===== config.mk =====
export PLATFORM = sky130hd
export DESIGN_NAME = unacked_packet_window
export DESIGN_NICKNAME = d
export VERILOG_FILES = /design/src/rtl/core/uapw_pkg.sv /design/src/rtl/core/uapw_ram.sv /design/src/rtl/core/uapw_ctrl.sv /design/src/rtl/core/uapw_dp.sv /design/src/rtl/core/unacked_packet_window.sv
export SDC_FILE = /design/constraint.sdc
export NUM_CORES = 2
export LEC_CHECK = 0
export BUFFER_PORTS_ARGS = -buffer_cell sky130_fd_sc_hd__buf_4
export CAP_MARGIN = 30
export CORE_ASPECT_RATIO = 1.1
export CORE_UTILIZATION = 65
export CTS_CLUSTER_DIAMETER = 30
export CTS_CLUSTER_SIZE = 30
export DETAILED_ROUTE_END_ITERATION = 10
export PLACE_DENSITY = 0.83
export SETUP_SLACK_MARGIN = 0.3
export SLEW_MARGIN = 20
export SYNTH_ARGS = -nofsm -noshare
export SYNTH_HDL_FRONTEND = slang
export SYNTH_SLANG_ARGS = --single-unit

===== constraint.sdc =====
create_clock -name clk -period 16.05 [get_ports clk]
set_input_delay 2.4075 -clock clk [delete_from_list [all_inputs] [get_ports clk]]
set_output_delay 2.4075 -clock clk [all_outputs]
set_load 0.02 [all_outputs]

===== src/rtl/core/uapw_pkg.sv =====
// Shared types, constants and helpers of the unacked packet window.
`default_nettype none

package uapw_pkg;

    localparam int WINDOW_DEPTH = 32;
    localparam int SLOT_W       = $clog2(WINDOW_DEPTH);
    localparam int CNT_W        = $clog2(WINDOW_DEPTH + 1);
    localparam int PN_W         = 32;
    localparam int LEN_W        = 16;
    localparam int FLIGHT_W     = 22;
    localparam int IN_DATA_W    = 56;
    localparam int OUT_DATA_W   = 80;
    localparam int OUT_USED_W   = PN_W + LEN_W + 1 + FLIGHT_W + 2;

    localparam logic [FLIGHT_W-1:0] FLIGHT_MAX = {FLIGHT_W{1'b1}};

    localparam logic KIND_LOST = 1'b0;
    localparam logic KIND_DONE = 1'b1;

    typedef enum logic [1:0] {
        OP_SEND   = 2'd0,
        OP_ACK    = 2'd1,
        OP_REMOVE = 2'd2,
        OP_PRUNE  = 2'd3
    } uapw_op_t;

    typedef enum logic [1:0] {
        ERR_NONE     = 2'd0,
        ERR_BACKWARD = 2'd1,
        ERR_FULL     = 2'd2,
        ERR_ORDER    = 2'd3
    } uapw_err_t;

    typedef enum logic [3:0] {
        ST_IDLE,
        ST_SEND_CHK,
        ST_FILL,
        ST_SEND_WR,
        ST_ACK_SET,
        ST_WALK,
        ST_LOST,
        ST_RM_CHK,
        ST_RM_SUB,
        ST_PRUNE,
        ST_DONE
    } uapw_state_t;

    // Commands from the controller to the datapath.
    typedef struct packed {
        logic capture;
        logic send_check;
        logic fill_step;
        logic send_write;
        logic ack_setup;
        logic walk_next;
        logic mem_read;
        logic emit_lost;
        logic remove_clear;
        logic prune_step;
        logic emit_done;
    } uapw_ctl_t;

    // Status from the datapath to the controller.
    typedef struct packed {
        uapw_op_t new_op;
        logic     err_set;
        logic     fill_left;
        logic     walk_more;
        logic     slot_busy;
        logic     rm_hit;
        logic     prune_more;
        logic     out_free;
    } uapw_stat_t;

    // Ring position of the entry that lies off entries past the head.
    function automatic logic [SLOT_W-1:0] ring_slot(input logic [SLOT_W-1:0] base,
                                                    input logic [CNT_W-1:0] off);
        logic [CNT_W:0] sum;
        begin
            sum = (CNT_W + 1)'(base) + (CNT_W + 1)'(off);
            if (sum >= (CNT_W + 1)'(WINDOW_DEPTH))
            begin
                sum = sum - (CNT_W + 1)'(WINDOW_DEPTH);
            end
            return sum[SLOT_W-1:0];
        end
    endfunction

endpackage

`default_nettype wire


===== src/rtl/core/uapw_ram.sv =====
// Generic single-write, single-read RAM with a registered read port.
`default_nettype none

module uapw_ram #(
    parameter int WIDTH = 16,
    parameter int DEPTH = 32
) (
    input  wire logic                     clk,
    input  wire logic                     we,
    input  wire logic [$clog2(DEPTH)-1:0] waddr,
    input  wire logic [WIDTH-1:0]         wdata,
    input  wire logic                     re,
    input  wire logic [$clog2(DEPTH)-1:0] raddr,
    output logic      [WIDTH-1:0]         rdata
);

    logic [WIDTH-1:0] mem_reg [DEPTH];

    // Write port and registered read port.
    always_ff @(posedge clk)
    begin
        if (we)
        begin
            mem_reg[waddr] <= wdata;
        end
        if (re)
        begin
            rdata <= mem_reg[raddr];
        end
    end

endmodule

`default_nettype wire


===== src/rtl/core/uapw_ctrl.sv =====
// Controller state machine that sequences each request through the datapath.
`default_nettype none

module uapw_ctrl (
    input  wire logic                clk,
    input  wire logic                rst_n,
    input  wire logic                in_valid,
    input  wire uapw_pkg::uapw_stat_t stat,
    output logic                     in_ready,
    output uapw_pkg::uapw_ctl_t      ctl
);
    import uapw_pkg::*;

    uapw_state_t state_reg;
    uapw_state_t state_next;

    // State register.
    always_ff @(posedge clk or negedge rst_n)
    begin
        if (!rst_n)
        begin
            state_reg <= ST_IDLE;
        end
        else
        begin
            state_reg <= state_next;
        end
    end

    // Next state and commands.
    always_comb
    begin
        state_next = state_reg;
        ctl        = '0;
        in_ready   = (state_reg == ST_IDLE);
        case (state_reg)
            ST_IDLE:
            begin
                if (in_valid)
                begin
                    ctl.capture = 1'b1;
                    case (stat.new_op)
                        OP_SEND:   state_next = ST_SEND_CHK;
                        OP_ACK:    state_next = ST_ACK_SET;
                        OP_REMOVE: state_next = ST_RM_CHK;
                        OP_PRUNE:  state_next = ST_PRUNE;
                        default:   state_next = ST_DONE;
                    endcase
                end
            end
            ST_SEND_CHK:
            begin
                ctl.send_check = 1'b1;
                state_next     = ST_FILL;
            end
            ST_FILL:
            begin
                if (stat.err_set)
                begin
                    state_next = ST_DONE;
                end
                else if (stat.fill_left)
                begin
                    ctl.fill_step = 1'b1;
                end
                else
                begin
                    state_next = ST_SEND_WR;
                end
            end
            ST_SEND_WR:
            begin
                ctl.send_write = 1'b1;
                state_next     = ST_DONE;
            end
            ST_ACK_SET:
            begin
                ctl.ack_setup = 1'b1;
                state_next    = ST_WALK;
            end
            ST_WALK:
            begin
                if (!stat.walk_more)
                begin
                    state_next = ST_DONE;
                end
                else if (stat.slot_busy)
                begin
                    ctl.mem_read = 1'b1;
                    state_next   = ST_LOST;
                end
                else
                begin
                    ctl.walk_next = 1'b1;
                end
            end
            ST_LOST:
            begin
                if (stat.out_free)
                begin
                    ctl.emit_lost = 1'b1;
                    ctl.walk_next = 1'b1;
                    state_next    = ST_WALK;
                end
            end
            ST_RM_CHK:
            begin
                if (stat.rm_hit)
                begin
                    ctl.mem_read = 1'b1;
                    state_next   = ST_RM_SUB;
                end
                else
                begin
                    state_next = ST_DONE;
                end
            end
            ST_RM_SUB:
            begin
                ctl.remove_clear = 1'b1;
                state_next       = ST_DONE;
            end
            ST_PRUNE:
            begin
                if (stat.prune_more)
                begin
                    ctl.prune_step = 1'b1;
                end
                else
                begin
                    state_next = ST_DONE;
                end
            end
            ST_DONE:
            begin
                if (stat.out_free)
                begin
                    ctl.emit_done = 1'b1;
                    state_next    = ST_IDLE;
                end
            end
            default:
            begin
                state_next = ST_IDLE;
            end
        endcase
    end

endmodule

`default_nettype wire


===== src/rtl/core/uapw_dp.sv =====
// Datapath: window state, ring of in-flight bits, byte RAM and result register.
`default_nettype none

module uapw_dp (
    input  wire logic                              clk,
    input  wire logic                              rst_n,
    input  wire uapw_pkg::uapw_ctl_t               ctl,
    output uapw_pkg::uapw_stat_t                   stat,
    input  wire logic [1:0]                        in_op,
    input  wire logic [uapw_pkg::IN_DATA_W-1:0]    in_data,
    output logic                                   out_valid,
    input  wire logic                              out_ready,
    output logic [uapw_pkg::OUT_DATA_W-1:0]        out_data,
    output logic                                   out_kind,
    output logic                                   out_last
);
    import uapw_pkg::*;

    // Window state.
    logic [PN_W-1:0]         oldest_reg;
    logic                    nothing_sent_reg;
    logic [SLOT_W-1:0]       head_reg;
    logic [CNT_W-1:0]        count_reg;
    logic [FLIGHT_W-1:0]     flight_reg;
    logic [WINDOW_DEPTH-1:0] inflight_reg;
    logic [PN_W-1:0]         prev_ack_reg;
    logic                    gap_reg;
    uapw_err_t               err_reg;

    // Walk and fill counters.
    logic [CNT_W-1:0] fill_reg;
    logic [CNT_W-1:0] walk_off_reg;
    logic [CNT_W-1:0] walk_end_reg;

    // Captured request.
    uapw_op_t        op_reg;
    logic [PN_W-1:0] pn_reg;
    logic [LEN_W-1:0] len_reg;
    logic            fl_reg;
    logic            first_reg;

    // Result register.
    logic                  out_valid_reg;
    logic [OUT_DATA_W-1:0] out_data_reg;
    logic                  out_kind_reg;
    logic                  out_last_reg;

    logic [LEN_W-1:0] mem_rdata;

    // Send check.
    logic [PN_W-1:0] eff_old;
    logic [PN_W:0]   next_pn;
    logic [PN_W-1:0] send_dist;
    logic            send_back;
    logic            send_full;
    logic [SLOT_W-1:0] count_slot;
    logic [FLIGHT_W:0] flight_sum;

    // Ack gap bounds.
    logic [PN_W:0]    win_lo;
    logic [PN_W:0]    win_hi;
    logic [PN_W:0]    gap_lo;
    logic [PN_W:0]    gap_hi;
    logic             gap_some;
    logic             gap_out;
    logic             order_err;
    logic [CNT_W-1:0] lo_off;
    logic [CNT_W-1:0] hi_off;
    logic [SLOT_W-1:0] walk_slot;
    logic [PN_W-1:0]  lost_num;

    // Remove lookup.
    logic             rm_in_win;
    logic [SLOT_W-1:0] rm_slot;
    logic [FLIGHT_W-1:0] rm_bytes;
    logic [FLIGHT_W-1:0] rm_sub;

    logic [SLOT_W-1:0] ram_waddr;
    logic [LEN_W-1:0]  ram_wdata;
    logic              ram_we;
    logic [SLOT_W-1:0] ram_raddr;

    // Send bounds against the window.
    always_comb
    begin
        eff_old    = nothing_sent_reg ? pn_reg : oldest_reg;
        next_pn    = (PN_W + 1)'(eff_old) + (PN_W + 1)'(count_reg);
        send_back  = (PN_W + 1)'(pn_reg) < next_pn;
        send_dist  = pn_reg - eff_old;
        send_full  = send_dist >= PN_W'(WINDOW_DEPTH);
        count_slot = ring_slot(head_reg, count_reg);
        flight_sum = (FLIGHT_W + 1)'(flight_reg) + (FLIGHT_W + 1)'(len_reg);
    end

    // Gap of an ack clipped to the window, as entry offsets.
    always_comb
    begin
        win_lo    = (PN_W + 1)'(oldest_reg);
        win_hi    = win_lo + (PN_W + 1)'(count_reg);
        gap_lo    = first_reg ? win_lo : (PN_W + 1)'(prev_ack_reg) + (PN_W + 1)'(1);
        gap_hi    = (PN_W + 1)'(pn_reg);
        gap_some  = gap_lo < gap_hi;
        gap_out   = gap_some && (nothing_sent_reg || gap_lo < win_lo || gap_hi > win_hi);
        order_err = !first_reg && (pn_reg <= prev_ack_reg);
        if (gap_lo <= win_lo)
        begin
            lo_off = '0;
        end
        else if (gap_lo >= win_hi)
        begin
            lo_off = count_reg;
        end
        else
        begin
            lo_off = CNT_W'(gap_lo - win_lo);
        end
        if (gap_hi <= win_lo)
        begin
            hi_off = '0;
        end
        else if (gap_hi >= win_hi)
        begin
            hi_off = count_reg;
        end
        else
        begin
            hi_off = CNT_W'(gap_hi - win_lo);
        end
        walk_slot = ring_slot(head_reg, walk_off_reg);
        lost_num  = oldest_reg + PN_W'(walk_off_reg);
    end

    // Remove lookup and clamped byte count.
    always_comb
    begin
        rm_in_win = !nothing_sent_reg && (pn_reg >= oldest_reg)
                    && ((PN_W + 1)'(pn_reg) < win_hi);
        rm_slot   = ring_slot(head_reg, CNT_W'(pn_reg - oldest_reg));
        rm_bytes  = FLIGHT_W'(mem_rdata);
        rm_sub    = (rm_bytes > flight_reg) ? flight_reg : rm_bytes;
    end

    // Byte RAM ports.
    always_comb
    begin
        ram_we    = ctl.fill_step || ctl.send_write;
        ram_waddr = count_slot;
        ram_wdata = ctl.send_write ? len_reg : '0;
        ram_raddr = (op_reg == OP_REMOVE) ? rm_slot : walk_slot;
    end

    uapw_ram #(
        .WIDTH(LEN_W),
        .DEPTH(WINDOW_DEPTH)
    ) u_bytes (
        .clk  (clk),
        .we   (ram_we),
        .waddr(ram_waddr),
        .wdata(ram_wdata),
        .re   (ctl.mem_read),
        .raddr(ram_raddr),
        .rdata(mem_rdata)
    );

    // Window and control registers.
    always_ff @(posedge clk or negedge rst_n)
    begin
        if (!rst_n)
        begin
            oldest_reg       <= '0;
            nothing_sent_reg <= 1'b1;
            head_reg         <= '0;
            count_reg        <= '0;
            flight_reg       <= '0;
            inflight_reg     <= '0;
            prev_ack_reg     <= '0;
            gap_reg          <= 1'b0;
            err_reg          <= ERR_NONE;
            fill_reg         <= '0;
            walk_off_reg     <= '0;
            walk_end_reg     <= '0;
            out_valid_reg    <= 1'b0;
        end
        else
        begin
            if (ctl.capture)
            begin
                err_reg <= ERR_NONE;
            end
            // Send: first number, checks and fill length.
            if (ctl.send_check)
            begin
                if (nothing_sent_reg)
                begin
                    oldest_reg       <= pn_reg;
                    nothing_sent_reg <= 1'b0;
                end
                if (send_back)
                begin
                    err_reg <= ERR_BACKWARD;
                end
                else if (send_full)
                begin
                    err_reg <= ERR_FULL;
                end
                fill_reg <= CNT_W'(send_dist) - count_reg;
            end
            // Empty entry for a skipped number.
            if (ctl.fill_step)
            begin
                inflight_reg[count_slot] <= 1'b0;
                count_reg                <= count_reg + CNT_W'(1);
                fill_reg                 <= fill_reg - CNT_W'(1);
            end
            // The sent packet itself.
            if (ctl.send_write)
            begin
                inflight_reg[count_slot] <= fl_reg;
                count_reg                <= count_reg + CNT_W'(1);
                if (fl_reg)
                begin
                    flight_reg <= flight_sum[FLIGHT_W] ? FLIGHT_MAX : flight_sum[FLIGHT_W-1:0];
                end
            end
            // Ack: stop-waiting, previous ack and walk range.
            if (ctl.ack_setup)
            begin
                if (order_err)
                begin
                    err_reg      <= ERR_ORDER;
                    walk_off_reg <= '0;
                    walk_end_reg <= '0;
                end
                else
                begin
                    gap_reg      <= (gap_reg && !first_reg) || gap_out;
                    prev_ack_reg <= pn_reg;
                    walk_off_reg <= gap_some ? lo_off : '0;
                    walk_end_reg <= gap_some ? hi_off : '0;
                end
            end
            if (ctl.walk_next)
            begin
                walk_off_reg <= walk_off_reg + CNT_W'(1);
                if (!inflight_reg[walk_slot])
                begin
                    gap_reg <= 1'b1;
                end
            end
            // Remove: take the packet out of flight.
            if (ctl.remove_clear)
            begin
                flight_reg             <= flight_reg - rm_sub;
                inflight_reg[rm_slot]  <= 1'b0;
            end
            // Prune: drop the head entry.
            if (ctl.prune_step)
            begin
                head_reg   <= ring_slot(head_reg, CNT_W'(1));
                count_reg  <= count_reg - CNT_W'(1);
                oldest_reg <= oldest_reg + PN_W'(1);
            end
            // Result register handshake.
            if (ctl.emit_lost || ctl.emit_done)
            begin
                out_valid_reg <= 1'b1;
            end
            else if (out_ready)
            begin
                out_valid_reg <= 1'b0;
            end
        end
    end

    // Request capture and result payload.
    always_ff @(posedge clk)
    begin
        if (ctl.capture)
        begin
            op_reg    <= uapw_op_t'(in_op);
            pn_reg    <= in_data[PN_W-1:0];
            len_reg   <= in_data[PN_W +: LEN_W];
            fl_reg    <= in_data[PN_W + LEN_W];
            first_reg <= in_data[PN_W + LEN_W + 1];
        end
        if (ctl.emit_lost)
        begin
            out_data_reg <= OUT_DATA_W'({ERR_NONE, flight_reg, 1'b0, mem_rdata, lost_num});
            out_kind_reg <= KIND_LOST;
            out_last_reg <= 1'b0;
        end
        else if (ctl.emit_done)
        begin
            out_data_reg <= OUT_DATA_W'({err_reg, flight_reg, gap_reg, {LEN_W{1'b0}},
                                         {PN_W{1'b0}}});
            out_kind_reg <= KIND_DONE;
            out_last_reg <= 1'b1;
        end
    end

    // Status to the controller.
    always_comb
    begin
        stat.new_op     = uapw_op_t'(in_op);
        stat.err_set    = (err_reg != ERR_NONE);
        stat.fill_left  = (fill_reg != '0);
        stat.walk_more  = (walk_off_reg < walk_end_reg);
        stat.slot_busy  = inflight_reg[walk_slot];
        stat.rm_hit     = rm_in_win && inflight_reg[rm_slot];
        stat.prune_more = (count_reg != '0) && !inflight_reg[head_reg];
        stat.out_free   = !out_valid_reg || out_ready;
    end

    assign out_valid = out_valid_reg;
    assign out_data  = out_data_reg;
    assign out_kind  = out_kind_reg;
    assign out_last  = out_last_reg;

endmodule

`default_nettype wire


===== src/rtl/core/unacked_packet_window.sv =====
// Top level of the unacked packet window.
`default_nettype none

// Sender-side window of unacknowledged packets over 32 ring entries. One request
// is taken at a time; s_tready is high only while the block is idle, and the
// completion result (m_tuser high, m_tlast high) closes each request after any
// lost-packet reports. A send takes one step per skipped packet number; an ack
// one per gap number inside the window plus one more per lost report; a prune
// one per dropped entry. These steps come from a single walker that steps one
// ring entry a cycle, holding while a lost report waits for the output, and a
// byte RAM with one registered read port. The result register lets the next
// request enter while the last completion still waits to be taken.
module unacked_packet_window (
    input  wire logic                               clk,
    input  wire logic                               rst_n,
    input  wire logic                               s_tvalid,
    output logic                                    s_tready,
    // Bits from low: pkt_num[31:0], length[47:32], count_in_flight[48],
    // first_of_batch[49], zero fill.
    input  wire logic [uapw_pkg::IN_DATA_W-1:0]     s_tdata,
    // Bits from low: cmd[1:0].
    input  wire logic [1:0]                         s_tuser,
    input  wire logic                               s_tlast,
    output logic                                    m_tvalid,
    input  wire logic                               m_tready,
    // Bits from low: lost_number[31:0], lost_bytes[47:32], stop_waiting[48],
    // flight_bytes[70:49], error[72:71], zero fill.
    output logic [uapw_pkg::OUT_DATA_W-1:0]         m_tdata,
    // Bits from low: kind[0].
    output logic                                    m_tuser,
    output logic                                    m_tlast
);
    import uapw_pkg::*;

    uapw_ctl_t  ctl;
    uapw_stat_t stat;
    logic       in_ready;

    // The end-of-batch mark carries no meaning for the window.
    logic       batch_end_unused;
    assign batch_end_unused = s_tlast;

    uapw_ctrl u_ctrl (
        .clk     (clk),
        .rst_n   (rst_n),
        .in_valid(s_tvalid && !batch_end_unused || s_tvalid),
        .stat    (stat),
        .in_ready(in_ready),
        .ctl     (ctl)
    );

    uapw_dp u_dp (
        .clk      (clk),
        .rst_n    (rst_n),
        .ctl      (ctl),
        .stat     (stat),
        .in_op    (s_tuser),
        .in_data  (s_tdata),
        .out_valid(m_tvalid),
        .out_ready(m_tready),
        .out_data (m_tdata),
        .out_kind (m_tuser),
        .out_last (m_tlast)
    );

    assign s_tready = in_ready;

endmodule

`default_nettype wire


* Word-level counts from Yosys, hierarchy flattened
Memories as Yosys holds them, arrays and structs flattened. A register that Yosys moved wholly into a read port is not among the register bits. Index checks and enable logic that the tools add are counted.
Cells by class: add/subtract/negate cells 24, $lt $le $gt $ge 24, equality and inequality tests 20, multiplexer cells 91, bitwise operators 5, reductions and logical operators 39
Operators by type and width (number):
- 32-bit 2-to-1 mux | 6
- 71-bit 2-to-1 mux | 2
- 22-bit 2-to-1 mux | 5
- 6-bit 2-to-1 mux | 15
- 32-bit by 6-bit adder with 33-bit output | 2
- 32-bit by 33-bit less-than comparator with 1-bit output | 2
- 33-bit by 32-bit less-than comparator with 1-bit output | 2
- 32-bit AND | 2
- 32-bit less-or-equal comparator | 2
- 32-bit NOT | 2
- 4-bit one-hot mux with 10 select lines | 1
- 32-bit by 1-bit adder with 33-bit output (second input constant) | 1
- 32-bit by 33-bit greater-or-equal comparator with 1-bit output | 1
- 33-bit greater-or-equal comparator | 1
- 32-bit by 33-bit > comparator with 1-bit output | 1
- 33-bit by 32-bit less-or-equal comparator with 1-bit output | 1
- 33-bit 2-to-1 mux | 1
- 32-bit by 1-bit adder with 32-bit output (second input constant) | 1
- 32-bit by 6-bit adder with 32-bit output | 1
- 32-bit bitwise mux | 1
- 32-bit greater-or-equal comparator | 1
- 32-bit by 6-bit greater-or-equal comparator with 1-bit output (second input constant) | 1
- 4-bit 2-to-1 mux | 8
- 32-bit subtractor | 1
- 43 further kinds | 142
Word-level totals: flip-flop bits (word level) 282, bits in writable memories 512, input port bits 63, output and inout bits 84, word-level logic and storage cells 226, memories 1
Memories:
- u_dp.u_bytes.mem_reg | depth 32, width 16, read ports 1, clocked after Yosys merged registers in 1, write ports 1, RTL line uapw_ram.sv:17 | logic [WIDTH-1:0] mem_reg [DEPTH];

* Depth between registers and ports, before layout
word-level depth 14, depth in mapped cells 30

* Hierarchy
From an unflattened synthesis, not the netlist that was laid out.
Unflattened totals: cells, all modules 4248, area, all modules 47614.4 um^2
Modules (own cells, without submodules):
- uapw_dp | times used 1, cells an instance 3034, area each 26376.5 um^2, sequential area each 7548.5 um^2
- uapw_ram | times used 1, cells an instance 1143, area each 20694.8 um^2, sequential area each 15855.2 um^2
- uapw_ctrl | times used 1, cells an instance 70, area each 539.3 um^2, sequential area each 100.1 um^2
- unacked_packet_window | times used 1, cells an instance 1, area each 3.8 um^2, sequential area each 0.0 um^2

* Worst setup path before layout
OpenSTA, ideal clock, no wires.
kind register to register, from register u_dp.nothing_sent_reg, to register u_dp.err_reg[1], library setup time 131 ps, arrival time 5797 ps, setup slack 10122 ps, cell stages (with the launch flop) 30, clock period less this slack 5928 ps, path through dfstp_2 buf_6 buf_6 buf_6 buf_6 clkbuf_1 clkbuf_1 mux2_2 ha_1 fa_1 a21o_1 a21oi_1 o21bai_1 a21oi_1 nand2b_1 nor3_1 and4b_1 nand3b_1 xnor2_1 ha_1 a21o_1 a21oi_1 o21ai_0 a211oi_1 o211ai_1 a211oi_1 a311oi_1 nor2_2 a311oi_1 or3_1
On the way: word-level cells in the longest chain between the ends 8
Ends and longest elaborated chain:
- from (decl) | RTL line uapw_dp.sv:21 | logic nothing_sent_reg;
- from (signal assigned) | RTL line uapw_dp.sv:171 | nothing_sent_reg <= 1'b1;
- from (signal assigned) | RTL line uapw_dp.sv:196 | nothing_sent_reg <= 1'b0;
- 32-bit 2-to-1 mux *
- 32-bit subtractor | RTL line uapw_dp.sv:89 | send_dist = pn_reg - eff_old;
- 32-bit by 6-bit greater-or-equal comparator with 1-bit output | RTL line uapw_dp.sv:90 | send_full = send_dist >= PN_W'(WINDOW_DEPTH);
- 2-bit 2-to-1 mux | RTL line uapw_dp.sv:202 | else if (send_full)
- 2-bit 2-to-1 mux * | RTL line uapw_dp.sv:198 | if (send_back)
- 2-bit 2-to-1 mux * | RTL line uapw_dp.sv:191 | if (ctl.send_check)
- 2-bit 2-to-1 mux | RTL line uapw_dp.sv:228 | if (order_err)
- 2-bit 2-to-1 mux * | RTL line uapw_dp.sv:226 | if (ctl.ack_setup)
- to (signal assigned) | RTL line uapw_dp.sv:200 | err_reg <= ERR_BACKWARD;
- to (signal assigned) | RTL line uapw_dp.sv:204 | err_reg <= ERR_FULL;
- to (signal assigned) | RTL line uapw_dp.sv:230 | err_reg <= ERR_ORDER;
- to (decl) | RTL line uapw_dp.sv:28 | uapw_err_t err_reg;
Mark *: on every way between the ends. The rest lies on a longest branch, timed or not. A chain may end at the register's enable or synchronous reset.

* Final worst setup path
Ends and elaborated chain as after synthesis.

==> impl_metrics.yaml <==
clocking:
  cts.htree.levels: 4
  insertion_delay_ps: 780
  clk_pin_slew_ps: 50
  clock_sinks: 810
  cts_buffer_depth: 3
  cts_root_buf: "clkbuf_16"
  cts_tree: "built"
  cts_resized: 0
  ctsHoldBuffers: 0
  cts_setup_buffers: 0
  cts_inserted_buffers: 142
global_routing:
  grt_pass1_wl_mm: 224.5
  grt_max_degree: 129
  grt_pass1_vias: 35490
  antenna_found_initial: 7
  grt_use_total: 0.4234
  grt-ovfl-total: 0
routing:
  via_count: 35940
  drtIter0Drc: 4751
  via_per_inst: 7.087
  firstDrtPassIters: 9
  ant_nets: 0
  detail_route.drc_violations: 0
  wirelength_mm: 152.7
  wl_per_cell_um: 30.11
final_layout:
  fin_util: 0.7663
  fillers: 4138
  largest_reg_flops: 512
  ff_latch_area_um2: 23500
  drive_gt1_frac: 0.1703
  multi_input_area_um2: 21380
  num-nets-final: 4446
  areaGrowthSynthToFinish_pct: 16.54
placed_design:
  portBuffers: 132
  gp_congestion: 1.028
  hpwl_mm: 93.52
sta:
  finalCritPeriodShare: 0.4081
  worst_pin_slew_ps: 1070
  fmax_mhz: 152.7
  report.final.slew_viol_count: 0
  skew_ps: 70.05
  hold_viol_final: 0
  min_period_ps: 6550
  rsz0062_at_grt: "false"
  setup_tns_ps: 0
  max_slew_margin: 0.2861
  setup_viol: 0
run_status:
  status: "finished clean"
synth:
  ys_warn_count: 0
  netlist_instances: 3815
  synth_edf_count: 650
  ys.flop_type: "edfxtp_1"
  syn_area_um2: 46320
  avgSynthCellArea_um2: 12.14
  yosysSeqAreaShare: 0.5074
  synth_cell_type_count: 97
  ys_ff_latch: 810
  async_reset_ff_frac: 0.1926
critical_path:
  worstSetupEndpointType: "register"
  critPathSlowestCell: "buf_4"
  required_ps: 16670
  path_cells: "buf_4, mux2_2, ha_1, a21o_1, a21oi_1, o21bai_1, a21oi_1, nor2b_1, o211ai_1, nor3_1, nand2_1, nor3_1, xor2_1, ha_1, a2111oi_0, o21ai_0, a211oi_1, o211ai_1, a211oi_1, a311oi_1, nor2_2, a311oi_1, or3_1"
  crit_path_start_kind: "register"
  cp_data_arrival_time_ps: 7170
  crit_fanout: 49
  crit_family: "compound AO/OA/AOI/OAI gates"
  path_class: "register to register"
  slowest_delay_ps: 570
  critPathBufInv: 1
floorplan:
  fp.dieH_um: 282.0
  ioPinCount: 147
  die_area_um2: 72330
  core_um2: 70450
  num_rows: 102
  start_util: 0.6575
  fp.dieW_um: 256.5
job:
  cap_violations: 0
power_and_ir_drop:
  ir_drop_uv: 289.3
  leakage_nw: 21.37
  power.density_nw_per_um2: 210.9
hold_path:
  hold_path.class: "register to register"
[placed cells by master (no fill, tap or decap), types with 67 or more instances in the layout]
cell / n
a21o_1: 126
a21oi_1: 192
buf_4: 182
clkbuf_16: 142
dfrtp_1: 155
edfxtp_1: 650
ha_1: 355
inv_1: 215
mux2i_1: 89
mux4_2: 156
nand2_1: 284
nor2_1: 207
nor3_1: 67
o21ai_0: 231
xnor2_1: 135
[metal layers]
metal	part of all wire	global-route usage	vias to the layer above
met5	0.00037	0	-
met4	0.086	0.3034	8
met3	0.11	0.1106	860
met2	0.47	0.6876	2898
met1	0.33	0.4912	17230
li1	-	-	14940
[synth_stat cells, drive strengths merged (8+ instances only)]
library cell	count	area (um2)
nand4	57	371.6
nor2	209	787.0
a211oi	21	157.7
and4	11	96.34
a211o	9	78.83
nand2b	25	156.4
nand3b	8	60.06
buf	52	291.5
nand3	59	300.3
nor3b	8	71.32
a21o	126	945.9
dfrtp	155	3879
fa	13	260.3
xnor2	135	1182
and3	23	143.9
nor2b	25	163.9
a32oi	8	70.07
nor3	71	366.6
o21a	20	150.1
mux2i	90	904.6
mux2	38	427.9
or2	11	68.82
o32ai	9	78.83
nor4	28	187.7
edfxtp	650	19520
and2	62	387.9
o22ai	23	143.9
o211ai	43	322.8
a31oi	11	68.82
o221ai	18	157.7
o21bai	19	142.6
or3	37	236.5
o21ai	242	1215
xor2	46	402.9
mux4	156	3513
inv	216	810.8
a22oi	32	240.2
ha	355	4442
clkbuf	110	455.4
nand2	284	1066
a21oi	194	970.9
[per-stage QoR]
step,area (um2),total power (W),std cells,hold slack [ps],setup slack (ps)
after floorplan,46340,0.006217,3821,449.8,10120
after global routing,53980,0.01176,5071,490.9,8935
after detailed placement,48500,0.007598,4797,472.5,9647
final,53980,0.01138,5072,485.3,9500
after global placement,48250,0.007423,4778,462.1,9706
after CTS,53810,0.01117,5061,481.8,9598
[final timing paths]
check	slack (ps)	to	depth (start not counted)	startpoint
min in group asynchronous	1590	u_dp.flight_reg[17]	1	rst_n
max reg2reg	9500	u_dp.err_reg[1]	23	u_dp.nothing_sent_reg
max	9500	u_dp.err_reg[1]	23	u_dp.nothing_sent_reg
min reg2reg	490	u_dp.prev_ack_reg[8]	2	u_dp.prev_ack_reg[8]
max in group asynchronous	13050	u_dp.inflight_reg[5]	2	rst_n
min	490	u_dp.prev_ack_reg[8]	2	u_dp.prev_ack_reg[8]
[power breakdown]
part	internal (W)	leakage [nW]	total [W]	switching [W]
registers	0.00263	8.09	0.00295	0.000326
clock network	0.00211	2.53	0.00335	0.00124
logic	0.00203	10.8	0.00508	0.00306
total	0.00677	21.4	0.0114	0.00462
[area by class of cell]
cell class	instances	area share
Clock inverter	108	0.03097
Multi-Input combinational cell	2633	0.3961
Sequential cell	810	0.4354
Inverter	216	0.01502
Antenna cell	1	0.00004636
Clock buffer	156	0.06736
Timing Repair Buffer	212	0.03338
Tap cell	936	0.02170
[tightest hold or removal path, cell delays in order (launching register included)]
cell and delay, ps:
dfrtp_1 330, nand2_1 50, o21ai_0 70
[cells by family after synthesis]
kind of cell | share of synthesized area
adder cells (fa/ha/maj) | 0.1015
flip-flops | 0.5074
AND/OR/NAND/NOR | 0.09997
buffers and inverters | 0.03363
multiplexers | 0.1046
other | 0.00008096
XOR/XNOR | 0.03422
AO/OA/AOI/OAI | 0.1186
Power figures use the tool's default switching activity.
